File: src/sorted_priority_queue_top_macros.svh
// Assertion macros used by the priority queue top RTL
`ifndef SORTED_PRIORITY_QUEUE_TOP_MACROS_SVH
`define SORTED_PRIORITY_QUEUE_TOP_MACROS_SVH

// same-cycle implication, disabled while in reset
`define SPQ_ASSERT_IMPL(lbl, clk_s, rstn_s, ante, cons) \
  lbl: assert property (@(posedge clk_s) disable iff (!(rstn_s)) (ante) |-> (cons)) \
    else $error("priority queue assertion failed");

// next-cycle implication, disabled while in reset
`define SPQ_ASSERT_NEXT(lbl, clk_s, rstn_s, ante, cons) \
  lbl: assert property (@(posedge clk_s) disable iff (!(rstn_s)) (ante) |=> (cons)) \
    else $error("priority queue assertion failed");

`endif

File: src/spq_pkg.sv
// Types and codes for the sorted priority queue
`timescale 1ns / 1ps
package spq_pkg;

  localparam int DATA_W = 32;
  localparam int STAT_W = 2;
  localparam int FILL_W = 5;

  typedef logic signed [DATA_W-1:0] data_t;
  typedef logic [STAT_W-1:0] status_t;
  typedef logic [FILL_W-1:0] fill_t;

  localparam logic OP_INSERT = 1'b0;
  localparam logic OP_DELETE = 1'b1;

  localparam status_t ST_OK       = 2'd0;
  localparam status_t ST_OVERFLOW = 2'd1;
  localparam status_t ST_EMPTY    = 2'd2;

  // broadcast to every cell of the row
  typedef struct packed {
    logic ins;
    logic del;
  } spq_ctrl_t;

endpackage

File: src/sorted_priority_queue_top.sv
// Sorted priority queue, largest priority first
// Usage:
//   Input channel in_*: in_op selects insert (pair taken from in_item_in and
//   in_priority_in) or delete of the head pair. Every accepted item yields
//   exactly one result on out_*: a status (ok, overflow, empty), the removed
//   pair on a good delete (zero otherwise) and the fill level afterwards.
//   The result is registered at the edge that accepts the item. While
//   in_stall is low, throughput is one item per cycle; every cell of the row
//   compares its priority with the newcomer in parallel and shifts in the
//   same cycle, so the cost of an item does not depend on the fill level.
//   If out_stall holds the result, in_stall rises and input waits; the
//   pending result stays unchanged until taken.
//   Reset empties the queue (count cleared) and drops any pending result;
//   no clearing pass is needed, cells beyond the count are never read.
//   Equal priorities leave in arrival order.
`timescale 1ns / 1ps
module sorted_priority_queue_top
  import spq_pkg::*;
#(
  parameter int DEPTH = 16
) (
  input  logic    clk,
  input  logic    rst_n,
  input  logic    in_valid,
  output logic    in_stall,
  input  logic    in_op,
  input  data_t   in_item_in,
  input  data_t   in_priority_in,
  output logic    out_valid,
  input  logic    out_stall,
  output status_t out_status,
  output data_t   out_item_out,
  output data_t   out_priority_out,
  output fill_t   out_fill_level
);

`include "sorted_priority_queue_top_macros.svh"

  localparam int CNT_W = $clog2(DEPTH + 1);

  logic [CNT_W-1:0] cnt_r, cnt_nxt;
  logic             out_valid_r, out_valid_nxt;
  status_t          out_status_r, out_status_nxt;
  data_t            out_item_r, out_item_nxt;
  data_t            out_prio_r, out_prio_nxt;
  fill_t            out_fill_r, out_fill_nxt;

  logic             in_acc;
  logic             full;
  logic             empty;
  spq_ctrl_t        ctrl;
  logic [CNT_W+FILL_W-1:0] fill_ext;

  data_t            cell_item [DEPTH];
  data_t            cell_prio [DEPTH];
  logic             cell_keep [DEPTH];
  logic [DEPTH-1:0] occ;

  assign in_stall = out_valid_r && out_stall;
  assign in_acc   = in_valid && !in_stall;
  assign full     = (cnt_r == CNT_W'(DEPTH));
  assign empty    = (cnt_r == '0);

  assign ctrl.ins = in_acc && (in_op == OP_INSERT) && !full;
  assign ctrl.del = in_acc && (in_op == OP_DELETE) && !empty;

  genvar i;
  generate
    for (i = 0; i < DEPTH; i++) begin : g_cell
      data_t l_item, l_prio, r_item, r_prio;
      logic  l_keep;

      assign occ[i] = (cnt_r > CNT_W'(i));

      if (i == 0) begin : g_head
        assign l_item = in_item_in;
        assign l_prio = in_priority_in;
        assign l_keep = 1'b1;
      end else begin : g_body
        assign l_item = cell_item[i-1];
        assign l_prio = cell_prio[i-1];
        assign l_keep = cell_keep[i-1];
      end

      if (i == DEPTH - 1) begin : g_tail
        assign r_item = cell_item[i];
        assign r_prio = cell_prio[i];
      end else begin : g_mid
        assign r_item = cell_item[i+1];
        assign r_prio = cell_prio[i+1];
      end

      spq_cell u_cell (
        .clk        (clk),
        .ctrl       (ctrl),
        .occ        (occ[i]),
        .new_item   (in_item_in),
        .new_prio   (in_priority_in),
        .left_item  (l_item),
        .left_prio  (l_prio),
        .left_keep  (l_keep),
        .right_item (r_item),
        .right_prio (r_prio),
        .item       (cell_item[i]),
        .prio       (cell_prio[i]),
        .keep       (cell_keep[i])
      );
    end
  endgenerate

  always_comb begin
    cnt_nxt = cnt_r;
    if (ctrl.ins) begin
      cnt_nxt = cnt_r + CNT_W'(1);
    end else if (ctrl.del) begin
      cnt_nxt = cnt_r - CNT_W'(1);
    end
  end

  assign fill_ext = {{FILL_W{1'b0}}, cnt_nxt};

  always_comb begin
    out_valid_nxt  = out_valid_r;
    out_status_nxt = out_status_r;
    out_item_nxt   = out_item_r;
    out_prio_nxt   = out_prio_r;
    out_fill_nxt   = out_fill_r;
    if (in_acc) begin
      out_valid_nxt  = 1'b1;
      out_status_nxt = ST_OK;
      out_item_nxt   = '0;
      out_prio_nxt   = '0;
      out_fill_nxt   = fill_ext[FILL_W-1:0];
      if (in_op == OP_INSERT) begin
        if (full) begin
          out_status_nxt = ST_OVERFLOW;
        end
      end else begin
        if (empty) begin
          out_status_nxt = ST_EMPTY;
        end else begin
          out_item_nxt = cell_item[0];
          out_prio_nxt = cell_prio[0];
        end
      end
    end else if (out_valid_r && !out_stall) begin
      out_valid_nxt = 1'b0;
    end
  end

  always_ff @(posedge clk) begin
    if (!rst_n) begin
      cnt_r       <= '0;
      out_valid_r <= 1'b0;
    end else begin
      cnt_r       <= cnt_nxt;
      out_valid_r <= out_valid_nxt;
    end
  end

  always_ff @(posedge clk) begin
    out_status_r <= out_status_nxt;
    out_item_r   <= out_item_nxt;
    out_prio_r   <= out_prio_nxt;
    out_fill_r   <= out_fill_nxt;
  end

  assign out_valid        = out_valid_r;
  assign out_status       = out_status_r;
  assign out_item_out     = out_item_r;
  assign out_priority_out = out_prio_r;
  assign out_fill_level   = out_fill_r;

  `SPQ_ASSERT_IMPL(a_cnt_bound, clk, rst_n, 1'b1, cnt_r <= CNT_W'(DEPTH))
  `SPQ_ASSERT_NEXT(a_del_empty, clk, rst_n, in_acc && (in_op == OP_DELETE) && empty, out_status_r == ST_EMPTY && out_fill_r == '0 && cnt_r == '0)
  `SPQ_ASSERT_NEXT(a_del_count, clk, rst_n, ctrl.del, cnt_r == $past(cnt_r) - CNT_W'(1))
  `SPQ_ASSERT_NEXT(a_ovf_hold, clk, rst_n, in_acc && (in_op == OP_INSERT) && full, out_status_r == ST_OVERFLOW && cnt_r == CNT_W'(DEPTH))

  generate
    if (DEPTH > 1) begin : g_order_chk
      `SPQ_ASSERT_IMPL(a_head_order, clk, rst_n, cnt_r >= CNT_W'(2), !(cell_prio[0] < cell_prio[1]))
    end
  endgenerate

endmodule

File: src/spq_cell.sv
// One slot of the sorted shift-register row
`timescale 1ns / 1ps
module spq_cell
  import spq_pkg::*;
(
  input  logic      clk,
  input  spq_ctrl_t ctrl,
  input  logic      occ,
  input  data_t     new_item,
  input  data_t     new_prio,
  input  data_t     left_item,
  input  data_t     left_prio,
  input  logic      left_keep,
  input  data_t     right_item,
  input  data_t     right_prio,
  output data_t     item,
  output data_t     prio,
  output logic      keep
);

  data_t item_r;
  data_t prio_r;

  // held entry stays put if it ranks at or above the newcomer (ties keep arrival order)
  assign keep = occ && !(prio_r < new_prio);
  assign item = item_r;
  assign prio = prio_r;

  always_ff @(posedge clk) begin
    if (ctrl.ins) begin
      if (!keep) begin
        if (left_keep) begin
          item_r <= new_item;
          prio_r <= new_prio;
        end else begin
          item_r <= left_item;
          prio_r <= left_prio;
        end
      end
    end else if (ctrl.del) begin
      item_r <= right_item;
      prio_r <= right_prio;
    end
  end

endmodule

File: config.mk
export PLATFORM = sky130hd
export DESIGN_NAME = sorted_priority_queue_top
export DESIGN_NICKNAME = d
export VERILOG_FILES = /design/src/spq_pkg.sv /design/src/sorted_priority_queue_top.sv /design/src/spq_cell.sv
export VERILOG_INCLUDE_DIRS = /design/src /design/src/src
export SDC_FILE = /design/constraint.sdc
export NUM_CORES = 2
export LEC_CHECK = 0
export BUFFER_PORTS_ARGS = -buffer_cell sky130_fd_sc_hd__buf_2
export CAP_MARGIN = 20
export CORE_MARGIN = 2
export CORE_UTILIZATION = 40
export CTS_BUF_LIST = sky130_fd_sc_hd__clkbuf_8
export CTS_CLUSTER_DIAMETER = 200
export DETAILED_ROUTE_END_ITERATION = 12
export PLACE_DENSITY = 0.65
export SLEW_MARGIN = 20
export SYNTH_ARGS = -nofsm -noshare
export SYNTH_HDL_FRONTEND = slang
export SYNTH_HIERARCHICAL = 1
export SYNTH_SLANG_ARGS = --single-unit
File: constraint.sdc
create_clock -name clk -period 13 [get_ports clk]
set_clock_uncertainty 0.05 [all_clocks]
set_input_delay 2.6 -clock clk [delete_from_list [all_inputs] [get_ports clk]]
set_output_delay 2.6 -clock clk [all_outputs]
set_load 0.01 [all_outputs]
==> metrics.md <==
| Metric | Value |
|---|---|
| Chip Height | around 420 um |
| Dpl cell area | 0.0710 mm2 |
| Clk sink count | approximately 1100 |
| TritonCTS Buffers | around 180 |
| Post-CTS Setup Inserts | 0 |
| IO Port Bufs | around 140 |
| Startpoint types | input port |
| Post-Syn Instances | 6600 |
| Unrepaired setup endpoints after global routing | no |
| Slew Limit Fails | 0 |
| Status | complete, no violations |
| Cells along the critical path | buf_2 > inv_1 > ha_1 > a21oi_1 > o21ai_0 > a21o_2 > o2111a_1 > or3_1 > a21boi_4 > buf_4 > mux2i_1 > a21oi_1 |
| H-tree level count | 4 |
| CP dominant cell by count | a21oi_1 |
| VDD IR max | roughly 0.11 mV |
| Max-Cap Viols | 0 |
| Pin count of the biggest net entering global routing | just under 300 |
| Yosys warning count | 6 |
| CTS clock-pin slew for the worst setup and hold paths | 0.06 ns |
| Hold Path Sink | g_cell[13].u_cell/item[28] |
| Worst-Margin Slew | about 1.1 ns |
| Root cell of the clock tree | clkbuf_8 |
| Nets | between 7000 and 8000 |
| Deepest clock path buffer count | 3 |
| Fraction of layout instances using a drive strength above 1 | 0.0778 |
| Rel. slew slack | 0.272 |
| FF-to-FF setup slack | 8.06 ns |
| Hpwl dp | between 100000 and 150000 um |
| Hold Crit Class | reg2reg |
| GRT Overall Usage | 0.187 |
| CP Class | in2reg |
| Vias in the first global route | 46600 |
| Fillers | about 16000 |
| Final std cells w/o fill | approximately 9000 |
| Total power draw | between 0.01 and 0.015 W |
| Setup tns final | 0 ns |
| Synthesized area | roughly 0.068 mm2 |
| Avg Cell Area, Syn | around 10 um2 |
| Chip Width | ~420 um |
| Period minus WS final | 6.35 ns |
| Crit-path leading delay family | compound AO/OA/AOI/OAI gates |
| CP arrival | slightly below 7 ns |
| CP max-delay cell | a21boi_4 |
| Critical path endpoint category | register |
| Count of routing violations after the opening detailed-route iteration | approximately 4200 |
| Mean routed wirelength per cell | 18.5 um |
| Crit Reg-Reg Startpoint | cnt_r[1] |
| Setup violators final | 0 |
| Drt pass-1 iters | 7 |
| Period utilization | 0.489 |
| Crit path largest cell delay | approximately 0.83 ns |
| Pleak | 29.0 nW |
| Worst Hold Launch | g_cell[14].u_cell/item[28] |
| Antenna viol nets, final | 0 |
| DIE AREA | between 0.15 and 0.2 mm2 |
| Crit-path max FO | 40 |
| P per Cell Area | between 100 and 150 mW/mm2 |
| Post-cts resize count | 0 |
| Synthesis-to-layout area growth | 9.38% |
| Critical Path RT | about 14 ns |
| Worst-Skew Late Latency | 0.94 ns |
| Post-layout util | 0.440 |
| Worst Hold Depth | 2 |
| Vias | 48500 |
| Initial Util | 0.402 |
| Finished Cell Area | between 0.07 and 0.08 mm2 |
| Hold buffer count at CTS | 0 |
| Vias per cell | between 5 and 6 |
| Worst reg2reg path depth | 9 |
| Reg2Reg Capture Point | g_cell[12].u_cell/item[24] |
| Core area | approximately 0.17 mm2 |
| Buf+Inv Stages, Crit Path | 3 |
| Row count | approximately 150 |
| DRC Markers | 0 |
| Fin. Hold Viols | 0 |
| # IOs | 142 |
| Gr ovfl total | 0 |
| DP Cell Count | ~8700 |
| First-pass GRT wire length | 263000 um |
| RePlAce Congestion | approximately 0.84 |
| Peak Freq | ~0.16 GHz |
| Synthesized Nets | about 7200 |
| CTS tree | built |
| Initial antenna violation count | 18 |
| Total wire length | approximately 170000 um |
## worst reg2reg max path, cell delays in order, from the launching register on
cell and delay (ns):
dfxtp_1 0.60, inv_1 0.26, ha_1 0.29, and4bb_2 0.28, nor3_2 0.23, buf_4 0.69, buf_12 0.69, nor2_1 0.33
a21oi_1 0.17, and3_4 0.92
## metrics by stage
stage | worst slack [ns] | hold slack (ns)
6_report | 6.65 | 0.523
5_1_grt | 6.53 | 0.568
4_1_cts | 6.78 | 0.536
3_5_place_dp | 5.76 | 0.526
3_3_place_gp | 5.81 | 0.521
2_1_floorplan | 1.04 | 0.497
## sequential cells by signal, indices dropped and copies added (netlist names)
register	cells
out_status	2
out_fill_level	5
out_valid	1
out_item_out	32
g_cell.u_cell/prio	512
cnt_r	5
out_priority_out	32
g_cell.u_cell/item	512
## power breakdown
group | internal, W | switching [W] | leakage [nW] | total [W]
Clock | 0.00143 | 0.00146 | 1.89 | 0.00288
Sequential | 0.00474 | 0.000401 | 10.3 | 0.00514
Combinational | 0.00116 | 0.00188 | 16.8 | 0.00305
Total | 0.00733 | 0.00374 | 29.0 | 0.0111
## layout by cell type, fill, tap and decap left out, types with 4 or more instances in the layout
cell type / count
a211o_1: 13
a211oi_1: 16
a21o_1: 13
a21oi_1: 1233
a221oi_2: 13
a31oi_1: 26
and3_1: 81
and3_4: 12
buf_12: 4
buf_2: 141
buf_4: 82
bufinv_16: 5
clkbuf_8: 186
clkinv_1: 48
clkinv_2: 20
dfxtp_1: 6
diode_2: 6
edfxtp_1: 1095
ha_1: 502
inv_1: 584
inv_8: 5
mux2i_1: 1026
mux2i_4: 12
nand2_1: 196
nand2b_1: 26
nand3_1: 33
nand4_1: 68
nor2_1: 1118
nor3_2: 4
nor4_1: 16
o211ai_1: 19
o21ai_0: 84
o21ai_1: 4
o311a_1: 14
o41ai_2: 13
or3_1: 4
or4b_1: 13
## metal layers
layer	vias to the layer above	global-route usage	wire, um
met4	12	0.0598	4110
met2	1360	0.282	71900
met5	-	0	69
li1	24200	-	-
met3	256	0.0294	9970
met1	22700	0.275	80600
## worst max path at each step
stage / end / cells past startpoint / start
6_report: g_cell[9].u_cell/item[4] / 12 / in_priority_in[7]
5_1_grt: g_cell[9].u_cell/item[18] / 12 / in_priority_in[7]
4_1_cts: g_cell[9].u_cell/prio[29] / 12 / in_priority_in[7]
3_5_place_dp: g_cell[9].u_cell/prio[29] / 12 / in_priority_in[7]
3_3_place_gp: g_cell[9].u_cell/item[6] / 12 / in_priority_in[7]
2_1_floorplan: g_cell[7].u_cell/item[0] / 5 / in_valid
## area by class of cell
cell class,count,area (um2),area share
Sequential cell,1101,33000,0.444
Tap cell,2218,2780,0.0373
Clock buffer,186,2560,0.0344
Antenna cell,6,15.0,0.000202
Inverter,532,2000,0.0269
Timing Repair Buffer,230,1470,0.0197
Multi-Input combinational cell,4611,31800,0.428
Clock inverter,137,748,0.0101
Note: power is estimated with default switching activity, not from simulation.
